**config.mk**
```make
export PLATFORM = sky130hd
export DESIGN_NAME = sensor_frame_crc_decoder_unit
export DESIGN_NICKNAME = d
export VERILOG_FILES = /design/src/rtl/sfcd_pkg.sv /design/src/rtl/sfcd_in_reg.sv /design/src/rtl/sfcd_frame_core.sv /design/src/rtl/sfcd_out_reg.sv /design/src/rtl/sensor_frame_crc_decoder_unit.sv
export SDC_FILE = /design/constraint.sdc
export NUM_CORES = 1
export LEC_CHECK = 0
export ABC_AREA = 1
export BUFFER_PORTS_ARGS = -buffer_cell sky130_fd_sc_hd__buf_2
export CAP_MARGIN = 40
export CORE_MARGIN = 1.5
export CORE_UTILIZATION = 62
export CTS_CLUSTER_SIZE = 40
export DETAILED_ROUTE_END_ITERATION = 16
export GPL_TIMING_DRIVEN = 0
export PLACE_DENSITY = 0.79
export SLEW_MARGIN = 20
export SYNTH_ARGS = -nofsm -noshare
export SYNTH_HDL_FRONTEND = slang
export SYNTH_SLANG_ARGS = --single-unit
```
**constraint.sdc**
```tcl
create_clock -name aclk -period 9.2 [get_ports aclk]
set_clock_uncertainty 0.05 [all_clocks]
set_input_delay 1.84 -clock aclk [delete_from_list [all_inputs] [get_ports aclk]]
set_output_delay 1.84 -clock aclk [all_outputs]
set_load 0.005 [all_outputs]
```
**src/rtl/sfcd_pkg.sv**
```systemverilog
package sfcd_pkg;

    localparam logic [15:0] CRC_INIT   = 16'hFFFF;
    localparam logic [15:0] CRC_POLY   = 16'hA001;
    localparam logic [15:0] SIGN_BIT   = 16'h8000;
    localparam logic [15:0] MAG_MASK   = 16'h7FFF;
    localparam logic [2:0]  CRC_BYTES  = 3'd6;

    localparam logic [2:0]  IDX_ADDR     = 3'd0;
    localparam logic [2:0]  IDX_HUM_HI   = 3'd2;
    localparam logic [2:0]  IDX_HUM_LO   = 3'd3;
    localparam logic [2:0]  IDX_TEMP_HI  = 3'd4;
    localparam logic [2:0]  IDX_TEMP_LO  = 3'd5;
    localparam logic [2:0]  IDX_CRC_LO   = 3'd6;
    localparam logic [2:0]  IDX_CRC_HI   = 3'd7;

    localparam logic STATUS_OK      = 1'b0;
    localparam logic STATUS_CRC_ERR = 1'b1;

    typedef struct packed {
        logic       frame_start;
        logic [7:0] rx_byte;
    } sfcd_item_t;

    typedef struct packed {
        logic              status;
        logic [15:0]       humidity_tenths;
        logic signed [15:0] temperature_tenths;
    } sfcd_result_t;

    // one byte of CRC-16/MODBUS, bitwise, LSB first
    function automatic logic [15:0] crc_byte(input logic [15:0] crc_in,
                                             input logic [7:0]  data);
        logic [15:0] crc;
        crc = crc_in ^ {8'h00, data};
        for (int k = 0; k < 8; k++) begin
            if (crc[0]) begin
                crc = (crc >> 1) ^ CRC_POLY;
            end else begin
                crc = crc >> 1;
            end
        end
        return crc;
    endfunction

endpackage

```
**src/rtl/sfcd_in_reg.sv**
```systemverilog
module sfcd_in_reg
    import sfcd_pkg::*;
(
    input  logic       aclk,
    input  logic       aresetn,
    input  logic       s_valid,
    input  sfcd_item_t s_item,
    output logic       s_ready,
    input  logic       advance,
    output logic       valid,
    output sfcd_item_t item
);

    logic       valid_reg;
    logic       valid_next;
    sfcd_item_t item_reg;

    assign s_ready    = !valid_reg || advance;
    assign valid_next = s_ready ? s_valid : valid_reg;

    always_ff @(posedge aclk) begin
        if (!aresetn) begin
            valid_reg <= 1'b0;
        end else begin
            valid_reg <= valid_next;
        end
    end

    always_ff @(posedge aclk) begin
        if (s_ready && s_valid) begin
            item_reg <= s_item;
        end
    end

    assign valid = valid_reg;
    assign item  = item_reg;

endmodule

```
**src/rtl/sfcd_frame_core.sv**
```systemverilog
module sfcd_frame_core
    import sfcd_pkg::*;
(
    input  logic         aclk,
    input  logic         aresetn,
    input  logic         in_valid,
    input  sfcd_item_t   item,
    input  logic         out_free,
    output logic         advance,
    output logic         res_valid,
    output sfcd_result_t result
);

    logic [2:0]  byte_index_reg, byte_index_next;
    logic [15:0] crc_reg, crc_next;
    logic [15:0] humidity_reg, humidity_next;
    logic [15:0] temperature_reg, temperature_next;
    logic [7:0]  crc_low_reg, crc_low_next;

    logic [2:0]  idx;
    logic [15:0] crc_base;
    logic [15:0] crc_upd;
    logic [15:0] rx_crc;
    logic [15:0] mag;
    logic [15:0] temp_conv;
    logic        produces;

    assign idx      = item.frame_start ? IDX_ADDR : byte_index_reg;
    assign crc_base = item.frame_start ? CRC_INIT : crc_reg;
    assign crc_upd  = crc_byte(crc_base, item.rx_byte);
    assign produces = in_valid && (idx == IDX_CRC_HI);
    assign advance  = in_valid && (!produces || out_free);

    assign rx_crc    = {item.rx_byte, crc_low_reg};
    assign mag       = temperature_reg & MAG_MASK;
    assign temp_conv = ((temperature_reg & SIGN_BIT) != 16'h0000) ? 16'(16'h0000 - mag) : mag;

    always_comb begin
        if (rx_crc == crc_base) begin
            result.status             = STATUS_OK;
            result.temperature_tenths = temp_conv;
            result.humidity_tenths    = humidity_reg;
        end else begin
            result.status             = STATUS_CRC_ERR;
            result.temperature_tenths = 16'sh0000;
            result.humidity_tenths    = 16'h0000;
        end
    end

    assign res_valid = produces && advance;

    always_comb begin
        byte_index_next  = byte_index_reg;
        crc_next         = crc_reg;
        humidity_next    = humidity_reg;
        temperature_next = temperature_reg;
        crc_low_next     = crc_low_reg;
        if (advance) begin
            byte_index_next = idx + 3'd1;
            if (idx < CRC_BYTES) begin
                crc_next = crc_upd;
            end else if (idx == IDX_CRC_HI) begin
                crc_next = CRC_INIT;
            end else begin
                crc_next = crc_base;
            end
            unique case (idx)
                IDX_HUM_HI:  humidity_next    = {item.rx_byte, humidity_reg[7:0]};
                IDX_HUM_LO:  humidity_next    = {humidity_reg[15:8], item.rx_byte};
                IDX_TEMP_HI: temperature_next = {item.rx_byte, temperature_reg[7:0]};
                IDX_TEMP_LO: temperature_next = {temperature_reg[15:8], item.rx_byte};
                IDX_CRC_LO:  crc_low_next     = item.rx_byte;
                default: ;
            endcase
        end
    end

    always_ff @(posedge aclk) begin
        if (!aresetn) begin
            byte_index_reg  <= 3'd0;
            crc_reg         <= CRC_INIT;
            humidity_reg    <= 16'h0000;
            temperature_reg <= 16'h0000;
            crc_low_reg     <= 8'h00;
        end else begin
            byte_index_reg  <= byte_index_next;
            crc_reg         <= crc_next;
            humidity_reg    <= humidity_next;
            temperature_reg <= temperature_next;
            crc_low_reg     <= crc_low_next;
        end
    end

    a_wrap_after_crc: assert property (@(posedge aclk) disable iff (!aresetn)
        res_valid |=> (byte_index_reg == IDX_ADDR) && (crc_reg == CRC_INIT))
        else $error("frame end did not restart count and crc");

    a_stall_only_on_result: assert property (@(posedge aclk) disable iff (!aresetn)
        (in_valid && !advance) |-> (produces && !out_free))
        else $error("item held without cause");

    a_hold_when_idle: assert property (@(posedge aclk) disable iff (!aresetn)
        !advance |=> $stable(byte_index_reg) && $stable(crc_reg))
        else $error("state moved without an item");

endmodule

```
**src/rtl/sfcd_out_reg.sv**
```systemverilog
module sfcd_out_reg
    import sfcd_pkg::*;
(
    input  logic         aclk,
    input  logic         aresetn,
    input  logic         load,
    input  sfcd_result_t result_in,
    output logic         out_free,
    output logic         m_valid,
    input  logic         m_ready,
    output sfcd_result_t result_out
);

    logic         valid_reg;
    logic         valid_next;
    sfcd_result_t result_reg;

    assign out_free   = !valid_reg || m_ready;
    assign valid_next = load || (valid_reg && !m_ready);

    always_ff @(posedge aclk) begin
        if (!aresetn) begin
            valid_reg <= 1'b0;
        end else begin
            valid_reg <= valid_next;
        end
    end

    always_ff @(posedge aclk) begin
        if (load) begin
            result_reg <= result_in;
        end
    end

    assign m_valid    = valid_reg;
    assign result_out = result_reg;

endmodule

```
**src/rtl/sensor_frame_crc_decoder_unit.sv**
```systemverilog
// Sensor frame decoder: takes the 8-byte response frame of a temperature and
// humidity sensor one byte per item and, after byte 7, gives one result item.
// CRC-16/MODBUS (init 0xFFFF, poly 0xA001 reflected) covers bytes 0..5 and is
// checked against the little-endian CRC in bytes 6,7. On a match m_tuser is 0
// and m_tdata holds temperature (sign-magnitude converted to two's complement)
// and humidity, both in tenths; on a mismatch m_tuser is 1 and m_tdata is 0.
// s_tuser high marks byte 0 and restarts the count and CRC; without it frames
// simply follow back to back. One item per cycle is taken; an accepted item
// passes the input register and then the result register to the output. Only
// the byte that closes a frame can stall, when the result register is full.
module sensor_frame_crc_decoder_unit
    import sfcd_pkg::*;
(
    input  logic        aclk,
    input  logic        aresetn,
    input  logic        s_tvalid,
    output logic        s_tready,
    input  logic [7:0]  s_tdata,   // [7:0] rx_byte
    input  logic        s_tuser,   // [0] frame_start
    output logic        m_tvalid,
    input  logic        m_tready,
    output logic [31:0] m_tdata,   // [15:0] temperature_tenths, [31:16] humidity_tenths
    output logic        m_tuser    // [0] status
);

    sfcd_item_t   s_item;
    sfcd_item_t   in_item;
    logic         in_valid;
    logic         advance;
    logic         out_free;
    logic         res_valid;
    sfcd_result_t core_result;
    sfcd_result_t out_result;

    assign s_item.rx_byte     = s_tdata;
    assign s_item.frame_start = s_tuser;

    sfcd_in_reg u_in_reg (
        .aclk    (aclk),
        .aresetn (aresetn),
        .s_valid (s_tvalid),
        .s_item  (s_item),
        .s_ready (s_tready),
        .advance (advance),
        .valid   (in_valid),
        .item    (in_item)
    );

    sfcd_frame_core u_core (
        .aclk      (aclk),
        .aresetn   (aresetn),
        .in_valid  (in_valid),
        .item      (in_item),
        .out_free  (out_free),
        .advance   (advance),
        .res_valid (res_valid),
        .result    (core_result)
    );

    sfcd_out_reg u_out_reg (
        .aclk       (aclk),
        .aresetn    (aresetn),
        .load       (res_valid),
        .result_in  (core_result),
        .out_free   (out_free),
        .m_valid    (m_tvalid),
        .m_ready    (m_tready),
        .result_out (out_result)
    );

    assign m_tdata = {out_result.humidity_tenths, out_result.temperature_tenths};
    assign m_tuser = out_result.status;

    a_error_zero_payload: assert property (@(posedge aclk) disable iff (!aresetn)
        (m_tvalid && m_tuser == STATUS_CRC_ERR) |-> (m_tdata == 32'h0000_0000))
        else $error("crc error item carries data");

    a_ready_when_empty: assert property (@(posedge aclk) disable iff (!aresetn)
        !in_valid |-> s_tready)
        else $error("input blocked while input register empty");

    a_no_overwrite: assert property (@(posedge aclk) disable iff (!aresetn)
        (m_tvalid && !m_tready) |=> $stable(m_tdata) && $stable(m_tuser))
        else $error("pending result overwritten");

endmodule

```
==> metrics <==
status=completed; vias in the first global route=roughly 3900; first-pass GRT wire length=~18 mm; Synthesized Nets=between 600 and 700; register bit total from synthesis=between 100 and 150; grt ovf=0; CTS Root Cell=clkbuf_8; Clk pwr share=0.349; Synth Instances=590; Routed Antenna Nets=0; minimum clock period after layout=roughly 4.5 ns; Post-CTS Setup Inserts=0; Post-Synth Simple-Gate Area=0.1758; final wirelength=between 10 and 15 mm; Slew headroom=0.5515; CP cell instances=buf_2 -> nor2_1 -> inv_1 -> nor2_1 -> inv_2 -> buf_2; Internal=around 640 uW; XOR/XNOR Fraction of Synth Area=0.03655; die height=92.78 um; Worst Setup Start Kind=input pin; Fin Hold WS=a little over 0.4 ns; CP max FO=3; fin crit share=0.4910; Final Setup Violations=0; Post-synth EDFFs=42; Logic pwr share=0.090; H-tree depth=3; I/O pins=48; Sink Count=~100; CTS tree=done; largest family of logic cells by synthesized area=compound AO/OA/AOI/OAI gates; RSZ-0062 raised after global routing=no; final core occ=0.7210; Final #Nets=about 670; Synth Flop Type=dfxtp_1; die boundary width=between 90 and 100 um; Mapped Area=about 5000 um2; M1 WL=5.018 mm; distinct cell type count after synthesis=34; Post-CTS Hold Fix Bufs=0; Hold Fails Final Rpt=0; CP arrival=2.63 ns; top cells by area, synth=edfxtp_1, dfxtp_1, o21ai_0; vias per cell=5.542; peak supply drop=about 95 uV; CTS buffer count=9; mux cell area share after synthesis=0; number of cell rows=32; Vias=approximately 4200; Syn. warnings=0; biggest area consumer among synthesized cells=edfxtp_1; number of detailed-route iterations in the first pass=5; worst hold path type=register to register; core area=7767 um2; delay of the slowest critical-path stage=~0.21 ns; Seq/Total Area, Yosys=0.4967; Max clock buf depth=2; Layout area overhead=12.07%; DR iter-0 viols=~370; DIE AREA=~8600 um2; max FFs per register=33; Met3 Routed Length=749 um; Avg WL per Cell=around 15 um; sequential power share=0.561; total power=just under 900 uW; leakage=2.216 nW; Max Cap Viol=0; # DRC=0; Initial Utilization=0.6434; area share of fa/ha/maj cells after synthesis=0.01753; Routability Congestion=about 0.91; post-CTS sizing=0; Net Sw Power=between 200 and 250 uW; endpoint class of the critical path=primary output; CP top delay family=simple AND/OR/NAND/NOR gates; FFs w/ async S/R, synth=0; Synth Area in Compound Gates=0.1773; Yosys top cell area share=0.2524; initial antenna violation count=0; switch share=0.2614; layout cells sized above 1=0.1975; Fmax=between 0.2 and 0.25 GHz; Least-Margin Pin Slew=0.6703 ns; Synth Area per Inst=8.470 um2; PD cells=155.8 nW/um2; filler instances=636; worst setup path class=input pin to primary output; Reg clk slew, reported paths=0.09 ns; Slowest cell on crit path=nor2_1; FF-to-FF setup slack=6.00 ns; Buf/Inv on CP=4; largest net degree at the start of global routing=31; WL met2=5.303 mm; Max Slew Vio Count=0; DR top layer=met4; DP HPWL=~8.3 mm; TNS Setup=0 ns; CP required=approximately 7.3 ns; GRT Overall Usage=0.2750; Worst-Skew Late Latency=between 0.3 and 0.4 ns; # port buffers=46
## power by group through the flow
| stage | Sequential (mW) | Clock, mW | Combinational, mW |
|---|---|---|---|
| global route | 0.490 | 0.324 | 0.0868 |
| floorplan | 0.497 | 0 | 0.0575 |
| finish | 0.489 | 0.305 | 0.0784 |
| detailed placement | 0.500 | 0 | 0.0764 |
| CTS | 0.489 | 0.307 | 0.0770 |
| global placement | 0.499 | 0 | 0.0746 |
## metal layers
metal / track usage / up-vias
li1: - / 2056
met1: 0.3601 / 1948
met2: 0.4428 / 159
met3: 0.03859 / 27
met4: 0.1414 / 0
met5: 0 / -
## worst min-delay path, delay by kind of cell, from the launching register on
kind | cells | cell delay (ns)
DFF | 1 | 0.31
AOI/OAI and AO/OA | 1 | 0.06
buffers and inverters | 1 | 0.06
## cell families after synthesis
logic type / count (synthesis)
adders and majority gates: 7
buffers and inverters: 112
and+or+nand+nor: 193
AOI/OAI and AO/OA: 155
DFF: 103
xor gates and xnor gates: 20
## placed cells by master (no fill, tap or decap), drive strengths merged
cell type	n
a31oi	1
o31ai	2
o311a	1
dfxtp	61
nand3	18
o2111ai	4
nor2	76
nor3	5
ha	7
buf	61
edfxtp	42
a22oi	1
nand2	92
xor2	20
clkinv	2
clkinvlp	1
inv	88
bufinv	1
a21oi	61
o21ai	74
o221ai	7
o211ai	4
clkbuf	22
nand4	2
diode	1
## synth_stat cells (4+ instances only)
cell / number
nand2_1: 86
inv_1: 81
o21ai_0: 68
dfxtp_1: 61
a21oi_1: 55
nor2_1: 52
edfxtp_1: 42
nor2_2: 19
xor2_1: 19
nand3_1: 16
clkbuf_1: 12
ha_1: 7
o221ai_1: 7
a21oi_2: 6
o21ai_2: 6
buf_2: 5
buf_4: 5
nand2_2: 5
nor2_4: 5
buf_6: 4
inv_2: 4
nor3_1: 4
o2111ai_1: 4
o211ai_1: 4
## final cells by class
type                    instances  area [um2]  area share
flip-flops and latches        103        2482      0.4433
multi-input cells             375        2042      0.3646
inverters                      86       327.8     0.05853
repair buffers                 47       250.2     0.04468
plain buffers                  26       152.6     0.02726
clock buffers                  10       137.6     0.02458
well taps                     102       127.6     0.02279
clock inverters                 6       77.57     0.01385
diodes                          1       2.502   0.0004468
## path summary, 6_finish.rpt
path,start,end,cells past startpoint
setup / recovery,m_tready,s_tready,6
hold reg to reg,u_core.humidity_reg[1],u_core.humidity_reg[1],2
hold / removal,u_core.humidity_reg[1],u_core.humidity_reg[1],2
setup reg to reg,u_in_reg.item[8],u_core.humidity_reg[5],16
## through the flow
stage               cells  setup WS (ns)  instance area [um2]
CTS                   755          4.680                 5598
global route          755          4.565                 5598
finish                756          4.683                 5600
global placement      738          4.859                 5355
detailed placement    739          4.687                 5383
floorplan             590          5.101                 4997
Note: power is estimated with default switching activity, not from simulation.
